===== src/rtl/ssp_pkg.sv =====
package ssp_pkg;

  localparam int unsigned MAX_VERTICES = 64;
  localparam int unsigned WEIGHT_BITS  = 16;
  localparam int unsigned VIDX_W       = $clog2(MAX_VERTICES);
  localparam int unsigned VCNT_W       = VIDX_W + 1;
  localparam int unsigned ADJ_AW       = 2 * VIDX_W;
  localparam int unsigned CFG_W        = 7;
  localparam int unsigned CFG_AW       = 1;
  localparam int unsigned SRC_W        = 6;

  localparam logic [WEIGHT_BITS-1:0] NO_EDGE = '1;

  localparam logic [CFG_W-1:0]  VERTEX_COUNT_RST = 7'd64;
  localparam logic [SRC_W-1:0]  SOURCE_RST       = 6'd0;

  localparam logic [CFG_AW-1:0] CFG_IDX_VERTEX_COUNT = 1'd0;
  localparam logic [CFG_AW-1:0] CFG_IDX_SOURCE       = 1'd1;

  localparam logic [1:0] MODE_EDGE  = 2'd0;
  localparam logic [1:0] MODE_RUN   = 2'd1;
  localparam logic [1:0] MODE_CLEAR = 2'd2;

  typedef struct packed {
    logic [1:0]             mode;
    logic [VIDX_W-1:0]      edge_from;
    logic [VIDX_W-1:0]      edge_to;
    logic [WEIGHT_BITS-1:0] edge_weight;
  } in_item_t;

  typedef struct packed {
    logic [VIDX_W-1:0]      vertex_index;
    logic [WEIGHT_BITS-1:0] distance;
    logic [VIDX_W-1:0]      predecessor;
    logic                   last_result;
  } out_item_t;

  typedef struct packed {
    logic                   clear_start;
    logic                   wr_en;
    logic [ADJ_AW-1:0]      wr_addr;
    logic [WEIGHT_BITS-1:0] wr_data;
    logic                   rd_en;
    logic [ADJ_AW-1:0]      rd_addr;
  } adj_ctrl_t;

  typedef enum logic [2:0] {
    ST_IDLE,
    ST_ROW,
    ST_DRAIN,
    ST_PICK,
    ST_EMIT
  } eng_state_t;

endpackage


===== src/rtl/ssp_engine.sv =====
module ssp_engine (
  input  logic                               clk,
  input  logic                               rst_n,
  input  logic                               in_valid,
  output logic                               in_stall,
  input  ssp_pkg::in_item_t                  in_data,
  output logic                               out_valid,
  input  logic                               out_stall,
  output ssp_pkg::out_item_t                 out_data,
  input  logic [ssp_pkg::CFG_W-1:0]          cfg_vertex_count,
  input  logic [ssp_pkg::SRC_W-1:0]          cfg_source,
  output ssp_pkg::adj_ctrl_t                 adj_ctrl,
  input  logic                               adj_busy,
  input  logic [ssp_pkg::WEIGHT_BITS-1:0]    adj_rd_data
);

  typedef struct packed {
    logic [ssp_pkg::WEIGHT_BITS-1:0] dist_val;
    logic [ssp_pkg::VIDX_W-1:0]      pred;
  } vert_entry_t;

  vert_entry_t vert_mem [ssp_pkg::MAX_VERTICES];
  vert_entry_t vert_rd_r;

  logic                              vert_we;
  logic [ssp_pkg::VIDX_W-1:0]        vert_waddr;
  vert_entry_t                       vert_wdata;
  logic                              vert_re;
  logic [ssp_pkg::VIDX_W-1:0]        vert_raddr;

  ssp_pkg::eng_state_t               state_r, state_nxt;
  logic [ssp_pkg::VCNT_W-1:0]        cnt_r, cnt_nxt;
  logic [ssp_pkg::VCNT_W-1:0]        n_r, n_nxt;
  logic [ssp_pkg::VIDX_W-1:0]        v_r, v_nxt;
  logic [ssp_pkg::WEIGHT_BITS-1:0]   dist_v_r, dist_v_nxt;
  logic [ssp_pkg::WEIGHT_BITS-1:0]   best_r, best_nxt;
  logic [ssp_pkg::VIDX_W-1:0]        pick_r, pick_nxt;
  logic                              found_r, found_nxt;
  logic                              p_vld_r, p_vld_nxt;
  logic [ssp_pkg::VIDX_W-1:0]        p_idx_r, p_idx_nxt;
  logic [ssp_pkg::MAX_VERTICES-1:0]  valid_r, valid_nxt;
  logic [ssp_pkg::MAX_VERTICES-1:0]  visited_r, visited_nxt;
  logic                              pend_r, pend_nxt;
  logic [ssp_pkg::VIDX_W-1:0]        pend_idx_r, pend_idx_nxt;
  logic                              out_vld_r, out_vld_nxt;
  ssp_pkg::out_item_t                out_data_r, out_data_nxt;

  logic                              accept;
  logic                              run_go;
  logic [ssp_pkg::VCNT_W-1:0]        used_n;
  logic                              src_ok;
  logic [ssp_pkg::WEIGHT_BITS-1:0]   old_dist;
  logic [ssp_pkg::WEIGHT_BITS:0]     sum;
  logic                              improve;
  logic [ssp_pkg::WEIGHT_BITS-1:0]   new_dist;
  logic                              cand;
  logic                              load;

  assign in_stall = (state_r != ssp_pkg::ST_IDLE) || adj_busy;
  assign accept   = in_valid && !in_stall;
  assign run_go   = accept && (in_data.mode == ssp_pkg::MODE_RUN);

  always_comb begin
    if (cfg_vertex_count == '0) begin
      used_n = ssp_pkg::VCNT_W'(1);
    end else if (cfg_vertex_count > ssp_pkg::CFG_W'(ssp_pkg::MAX_VERTICES)) begin
      used_n = ssp_pkg::VCNT_W'(ssp_pkg::MAX_VERTICES);
    end else begin
      used_n = ssp_pkg::VCNT_W'(cfg_vertex_count);
    end
  end

  assign src_ok = ssp_pkg::VCNT_W'(cfg_source) < used_n;

  // relax one row entry and track the smallest unvisited distance
  assign old_dist = valid_r[p_idx_r] ? vert_rd_r.dist_val : ssp_pkg::NO_EDGE;
  assign sum      = {1'b0, dist_v_r} + {1'b0, adj_rd_data};
  assign improve  = p_vld_r && ({1'b0, old_dist} > sum);
  assign new_dist = improve ? sum[ssp_pkg::WEIGHT_BITS-1:0] : old_dist;
  assign cand     = p_vld_r && !visited_r[p_idx_r] && (new_dist != ssp_pkg::NO_EDGE) &&
                    (!found_r || (new_dist <= best_r));

  assign load = pend_r && (!out_vld_r || !out_stall);

  always_comb begin
    state_nxt = state_r;
    unique case (state_r)
      ssp_pkg::ST_IDLE: begin
        if (run_go) begin
          state_nxt = src_ok ? ssp_pkg::ST_ROW : ssp_pkg::ST_EMIT;
        end
      end
      ssp_pkg::ST_ROW: begin
        if (cnt_r == n_r - ssp_pkg::VCNT_W'(1)) begin
          state_nxt = ssp_pkg::ST_DRAIN;
        end
      end
      ssp_pkg::ST_DRAIN: begin
        state_nxt = ssp_pkg::ST_PICK;
      end
      ssp_pkg::ST_PICK: begin
        state_nxt = found_r ? ssp_pkg::ST_ROW : ssp_pkg::ST_EMIT;
      end
      ssp_pkg::ST_EMIT: begin
        if ((cnt_r == n_r) && !pend_r) begin
          state_nxt = ssp_pkg::ST_IDLE;
        end
      end
      default: begin
        state_nxt = ssp_pkg::ST_IDLE;
      end
    endcase
  end

  always_comb begin
    cnt_nxt      = cnt_r;
    n_nxt        = n_r;
    v_nxt        = v_r;
    dist_v_nxt   = dist_v_r;
    best_nxt     = best_r;
    pick_nxt     = pick_r;
    found_nxt    = found_r;
    valid_nxt    = valid_r;
    visited_nxt  = visited_r;
    p_vld_nxt    = 1'b0;
    p_idx_nxt    = cnt_r[ssp_pkg::VIDX_W-1:0];
    pend_nxt     = pend_r && !load;
    pend_idx_nxt = pend_idx_r;

    vert_re    = 1'b0;
    vert_raddr = cnt_r[ssp_pkg::VIDX_W-1:0];
    vert_we    = 1'b0;
    vert_waddr = p_idx_r;
    vert_wdata = '{dist_val: new_dist, pred: v_r};

    adj_ctrl.clear_start = accept && (in_data.mode == ssp_pkg::MODE_CLEAR);
    adj_ctrl.wr_en       = accept && (in_data.mode == ssp_pkg::MODE_EDGE);
    adj_ctrl.wr_addr     = {in_data.edge_from, in_data.edge_to};
    adj_ctrl.wr_data     = in_data.edge_weight;
    adj_ctrl.rd_en       = 1'b0;
    adj_ctrl.rd_addr     = {v_r, cnt_r[ssp_pkg::VIDX_W-1:0]};

    if (improve) begin
      vert_we            = 1'b1;
      valid_nxt[p_idx_r] = 1'b1;
    end
    if (cand) begin
      found_nxt = 1'b1;
      best_nxt  = new_dist;
      pick_nxt  = p_idx_r;
    end

    out_vld_nxt  = load || (out_vld_r && out_stall);
    out_data_nxt = out_data_r;
    if (load) begin
      out_data_nxt.vertex_index = pend_idx_r;
      out_data_nxt.distance     = valid_r[pend_idx_r] ? vert_rd_r.dist_val : ssp_pkg::NO_EDGE;
      out_data_nxt.predecessor  = valid_r[pend_idx_r] ? vert_rd_r.pred : '0;
      out_data_nxt.last_result  = (({1'b0, pend_idx_r} + ssp_pkg::VCNT_W'(1)) == n_r);
    end

    unique case (state_r)
      ssp_pkg::ST_IDLE: begin
        if (run_go) begin
          n_nxt       = used_n;
          cnt_nxt     = '0;
          valid_nxt   = '0;
          visited_nxt = '0;
          found_nxt   = 1'b0;
          if (src_ok) begin
            v_nxt                   = cfg_source;
            dist_v_nxt              = '0;
            valid_nxt[cfg_source]   = 1'b1;
            visited_nxt[cfg_source] = 1'b1;
            vert_we                 = 1'b1;
            vert_waddr              = cfg_source;
            vert_wdata              = '{dist_val: '0, pred: '0};
          end
        end
      end
      ssp_pkg::ST_ROW: begin
        vert_re        = 1'b1;
        adj_ctrl.rd_en = 1'b1;
        p_vld_nxt      = 1'b1;
        cnt_nxt        = cnt_r + ssp_pkg::VCNT_W'(1);
      end
      ssp_pkg::ST_DRAIN: begin
      end
      ssp_pkg::ST_PICK: begin
        cnt_nxt = '0;
        if (found_r) begin
          v_nxt               = pick_r;
          dist_v_nxt          = best_r;
          visited_nxt[pick_r] = 1'b1;
          found_nxt           = 1'b0;
        end
      end
      ssp_pkg::ST_EMIT: begin
        if ((cnt_r != n_r) && (!pend_r || load)) begin
          vert_re      = 1'b1;
          cnt_nxt      = cnt_r + ssp_pkg::VCNT_W'(1);
          pend_nxt     = 1'b1;
          pend_idx_nxt = cnt_r[ssp_pkg::VIDX_W-1:0];
        end
      end
      default: begin
      end
    endcase
  end

  always_ff @(posedge clk) begin
    if (!rst_n) begin
      state_r   <= ssp_pkg::ST_IDLE;
      cnt_r     <= '0;
      n_r       <= '0;
      found_r   <= 1'b0;
      valid_r   <= '0;
      visited_r <= '0;
      p_vld_r   <= 1'b0;
      pend_r    <= 1'b0;
      out_vld_r <= 1'b0;
    end else begin
      state_r   <= state_nxt;
      cnt_r     <= cnt_nxt;
      n_r       <= n_nxt;
      found_r   <= found_nxt;
      valid_r   <= valid_nxt;
      visited_r <= visited_nxt;
      p_vld_r   <= p_vld_nxt;
      pend_r    <= pend_nxt;
      out_vld_r <= out_vld_nxt;
    end
  end

  always_ff @(posedge clk) begin
    v_r        <= v_nxt;
    dist_v_r   <= dist_v_nxt;
    best_r     <= best_nxt;
    pick_r     <= pick_nxt;
    p_idx_r    <= p_idx_nxt;
    pend_idx_r <= pend_idx_nxt;
    out_data_r <= out_data_nxt;
  end

  always_ff @(posedge clk) begin
    if (vert_we) begin
      vert_mem[vert_waddr] <= vert_wdata;
    end
    if (vert_re) begin
      vert_rd_r <= vert_mem[vert_raddr];
    end
  end

  assign out_valid = out_vld_r;
  assign out_data  = out_data_r;

`ifndef ASSERT_OFF
  a_stage_in_row: assert property (@(posedge clk) disable iff (!rst_n)
    p_vld_r |-> (state_r == ssp_pkg::ST_ROW || state_r == ssp_pkg::ST_DRAIN))
    else $error("relax stage active outside row walk");

  a_no_rw_collision: assert property (@(posedge clk) disable iff (!rst_n)
    (vert_we && vert_re) |-> (vert_waddr != vert_raddr))
    else $error("vertex memory read and write hit the same entry");

  a_pick_unvisited: assert property (@(posedge clk) disable iff (!rst_n)
    (state_r == ssp_pkg::ST_PICK && found_r) |-> !visited_r[pick_r])
    else $error("picked vertex already visited");
`endif

endmodule


===== config.mk =====
export PLATFORM = sky130hd
export DESIGN_NAME = ssp_engine
export DESIGN_NICKNAME = d
export VERILOG_FILES = /design/src/rtl/ssp_pkg.sv /design/src/rtl/ssp_engine.sv
export SDC_FILE = /design/constraint.sdc
export NUM_CORES = 2
export LEC_CHECK = 0
export BUFFER_PORTS_ARGS = -buffer_cell sky130_fd_sc_hd__buf_2
export CAP_MARGIN = 20
export CORE_ASPECT_RATIO = 1.25
export CORE_MARGIN = 1.5
export CORE_UTILIZATION = 55
export DETAILED_ROUTE_END_ITERATION = 8
export GPL_ROUTABILITY_DRIVEN = 0
export PLACE_DENSITY = 0.81
export SLEW_MARGIN = 20
export SYNTH_ARGS = -nofsm -noshare
export SYNTH_HDL_FRONTEND = slang
export SYNTH_SLANG_ARGS = --single-unit

===== constraint.sdc =====
create_clock -name clk -period 7.15 [get_ports clk]
set_clock_uncertainty 0.2 [all_clocks]
set_input_delay 1.0725 -clock clk [delete_from_list [all_inputs] [get_ports clk]]
set_output_delay 1.0725 -clock clk [all_outputs]
set_load 0.01 [all_outputs]

==> results.txt <==
- The tree is rooted in a sky130_fd_sc_hd__clkbuf_16.
- DRC: 0
- The first global-routing pass estimated 277000 um of wire.
* DIE AREA: 0.126 mm^2
* Num Clock Sinks: 1664
* H-Tree Depth: 4
- Starting utilization of the core area: 55.3%
* Register-to-register setup slack: 0.54 ns
- Cell area after synthesis: around 0.07 mm^2
- Critical Path Start Type: flop
- The critical path is of the flop to flop type.
- Tightest Pin Transition: 1.16 ns
- Clock Pin Slew Worst Setup and Hold Paths: 0.06 ns
- Die X: 318 um
- Placed inst area: approximately 0.071 mm^2
* Remaining antenna violation count: 0
* Post-layout nets: 3921
- For this run, the leading register cell type out of synthesis is sky130_fd_sc_hd__edfxtp_1.
* Area of the core: 0.123 mm^2
* # setup viols final: 0
- Dividing total power by cell area gives a power density of 297 mW/mm^2.
* Layout-stage area growth over the synthesis result: 11.6%
- Arrival time at the worst endpoint: about 6.9 ns
- Entering global routing, the biggest net connects 94 pins.
- Share of the synthesized area in the top cell type: roughly two thirds
- Total negative slack: 0 ns
- Of the cells placed in the final design, the portion with a size suffix greater than 1 is 27.9%.
- The later pin in the worst-skew pair is clocked with a latency of 0.78 ns.
* Total wire length: 194000 um
- For this design, the slowest cell found on the critical path is sky130_fd_sc_hd__dfxtp_1.
- Setup repair after global routing missed its margin: false
* Worst slew margin relative to its limit: 22.8%
- After routing the design area is ~0.076 mm^2.
* Vias: around 40k
* Total leakage power: 23.2 nW
* Detail Placement HPWL: roughly 110000 um
- Critical R2R Capture: pick_r[2]
- Overflow after GRT: 0
* CTS Buf Count: 150
* CP max FO: 43
* Clk buf depth: 3
- Pins over their slew limit: 0
- After layout, the minimum clock period comes to 6.61 ns.
- Max-Cap Viols: 0
- STA classifies the critical path endpoint as a flop.
- The final count of hold timing violations was 0.
* Count of distinct cell types in the synthesized netlist: 81
* Tightest Hold Check Type: flop to flop
* Floorplan die height: 396 um
- Derived from the worst setup path, the maximum achievable clock frequency is 151 MHz.
* Cells after Synth: 3668
* Number of cells traversed by the worst hold path: 2
- Startpoint of the worst register-to-register path: p_idx_r[1]
- Share of synthesized flip-flops with an asynchronous set or reset: 0%
- The multi-input combinational cells in the finished layout cover a total of 0.0186 mm^2.
- Global routing consumed, over all layers together, 31.0% of the routing resources.
- Count of boundary I/O pins: 138
- Number of vias per cell after detailed routing: 7.03
- When the netlist entered floorplanning its net count stood at 3789.
* Final worst-path setup slack: 0.541 ns
- FP Rows: between 100 and 150
- Sequential fraction of the synthesis area: a little under three quarters
- Main area contributors after synthesis: sky130_fd_sc_hd__edfxtp_1 67%, sky130_fd_sc_hd__mux4_2 16%, sky130_fd_sc_hd__dfxtp_1 4.6%, sky130_fd_sc_hd__nor2_1 1.4%, sky130_fd_sc_hd__o21ai_0 1.2%
* Critical Path Sink: pick_r[2]
- Outcome: finished clean
- Worst setup slack after placement: between 0.2 and 0.3 ns
- Most area-hungry cell type in the Yosys netlist: sky130_fd_sc_hd__edfxtp_1
- Via count of the first global-routing pass: a little under 40k
- After filler insertion, the fill cell instance count of the layout stands at 7942.
- Setup Fix Bufs, Post-CTS: 0
- The first detailed-routing pass ran for 9 iterations.
- CP Data Required Time: 7.42 ns
* Delay of the slowest cell on the worst path: 0.53 ns
- In this run, synthesis inferred ~1.5k flip-flops with an integrated enable.
- In the final routed layout, each cell accounts on average for around 35 um.
- Cells fill 61.7% of the core in the end.
* PnR Total Power: roughly 0.023 W
- In this run the tool buffered the top-level ports with 81 buffer cells.
- The first routing iteration left 5667 violations.
- The number of antenna violations at the first check in global routing is 16.
- IR analysis of the VDD net gives a maximum drop of 0.000278 V.
- The final critical path takes up 92.4% of the cycle.
- Sequential cell area: 0.0484 mm^2
* Post-synthesis average cell area: between 15 and 20 um^2
- Critical path origin: p_idx_r[1]
* Warnings from Yosys: 0
* Number of flip-flops and latches in the synthesized netlist: 1664
- TritonCTS built the clock tree.
* Cell depth of the worst flop-to-flop path: 25
[cells by family (layout without fill, tap and decap cells)]
kind of cell               count (synthesis)  in the layout  share of synthesized area [%]
DFF                                     1664           1664                           71.1
and+or+nand+nor                          633            633                           4.51
muxes                                    528            528                           16.9
AOI/OAI and AO/OA                        457            457                           4.08
buffers and inverters                    297            546                           1.89
adders and majority gates                 57             57                           1.06
xor gates and xnor gates                  32             32                          0.412
other                                      0              5                              0
[worst min path at each step]
stage / slack [ns] / startpoint / to
after floorplan: 0.16 / cnt_r[5] / p_idx_r[5]
after global placement: 0.25 / visited_r[7] / visited_r[7]
after detailed placement: 0.25 / cnt_r[3] / p_idx_r[3]
after CTS: 0.28 / visited_r[1] / visited_r[1]
after global routing: 0.29 / cnt_r[3] / p_idx_r[3]
final: 0.28 / visited_r[1] / visited_r[1]
[layout by cell type, fill, tap and decap left out, types with 29 or more instances in the layout]
master                      instances
sky130_fd_sc_hd__mux4_2           495
sky130_fd_sc_hd__nor2_2            64
sky130_fd_sc_hd__nor2_1           193
sky130_fd_sc_hd__inv_1             39
sky130_fd_sc_hd__ha_1              56
sky130_fd_sc_hd__nor3_1            47
sky130_fd_sc_hd__dfxtp_1          147
sky130_fd_sc_hd__nand2_1          114
sky130_fd_sc_hd__a211oi_1          73
sky130_fd_sc_hd__a21oi_1          120
sky130_fd_sc_hd__buf_2             81
sky130_fd_sc_hd__buf_4            127
sky130_fd_sc_hd__clkbuf_1          36
sky130_fd_sc_hd__edfxtp_1        1509
sky130_fd_sc_hd__o21ai_0          162
sky130_fd_sc_hd__clkinv_1          29
sky130_fd_sc_hd__clkbuf_16        152
[cells in the mapped netlist, types with 24 or more instances]
cell,instances
sky130_fd_sc_hd__and2_1,31
sky130_fd_sc_hd__edfxtp_1,1509
sky130_fd_sc_hd__nor2_1,258
sky130_fd_sc_hd__nand2_1,115
sky130_fd_sc_hd__buf_4,35
sky130_fd_sc_hd__dfxtp_1,155
sky130_fd_sc_hd__nor3_1,47
sky130_fd_sc_hd__nand3_1,24
sky130_fd_sc_hd__buf_1,55
sky130_fd_sc_hd__inv_1,39
sky130_fd_sc_hd__clkbuf_1,151
sky130_fd_sc_hd__mux4_2,495
sky130_fd_sc_hd__a211oi_1,74
sky130_fd_sc_hd__ha_1,56
sky130_fd_sc_hd__nand2b_1,28
sky130_fd_sc_hd__o21ai_0,162
sky130_fd_sc_hd__a21oi_1,121
[metal layers]
layer  up-vias  global-route usage (%)  part of all wire (%)
li1      15100                       -                     -
met1     19700                    37.0                    32
met2      3185                    50.6                    49
met3       784                    7.35                    11
met4        24                    20.6                   7.7
met5         -                       0                 0.089
[registers in the layout (all words and copies together) (netlist names)]
register    cells
pend_r          1
pend_idx_r      6
p_idx_r         6
vert_mem     1408
pick_r          6
p_vld_r         1
out_data       29
best_r         16
cnt_r           7
vert_rd_r      22
valid_r        64
state_r         3
dist_v_r       16
v_r             6
n_r             7
out_valid       1
visited_r      64
found_r         1
[stage by stage]
stage          hold slack [ns]  instances
6_report                 0.278       5528
3_3_place_gp             0.249       5252
2_1_floorplan            0.160       3668
4_1_cts                  0.275       5522
5_1_grt                  0.286       5523
3_5_place_dp             0.253       5253
[power by group]
part / internal, W / leakage (nW) / switching (W) / total (W)
clock: 0.00446 / 2.34 / 0.00362 / 0.00808
combinational: 0.00134 / 6.30 / 0.00191 / 0.00326
sequential: 0.0111 / 14.6 / 0.000190 / 0.0112
total: 0.0169 / 23.2 / 0.00572 / 0.0226
[final cells by class]
class                           count  area share [%]
Clock inverter                     71           0.946
Inverter                           42           0.213
Tap cell                         1606            2.65
Clock buffer                      198            5.37
Antenna cell                        5          0.0165
Sequential cell                  1664            63.8
Multi-Input combinational cell   1707            24.5
Timing Repair Buffer              235            2.50
[critical path: cells and delay by family, from the launching register on]
family	cells	cell delay (ns)
flip-flops	1	0.53
AO/OA/AOI/OAI	12	2.51
AND/OR/NAND/NOR	6	1.12
buffers and inverters	3	0.72
adder cells (fa/ha/maj)	2	0.62
multiplexers	2	0.58
[what timing repair did]
action                                  4_1_cts  5_1_grt
endpoints found under the setup margin        0       22
resized for setup                             0        5
hold buffers                                  0        0
No activity file was read; power rests on OpenSTA's default activity.
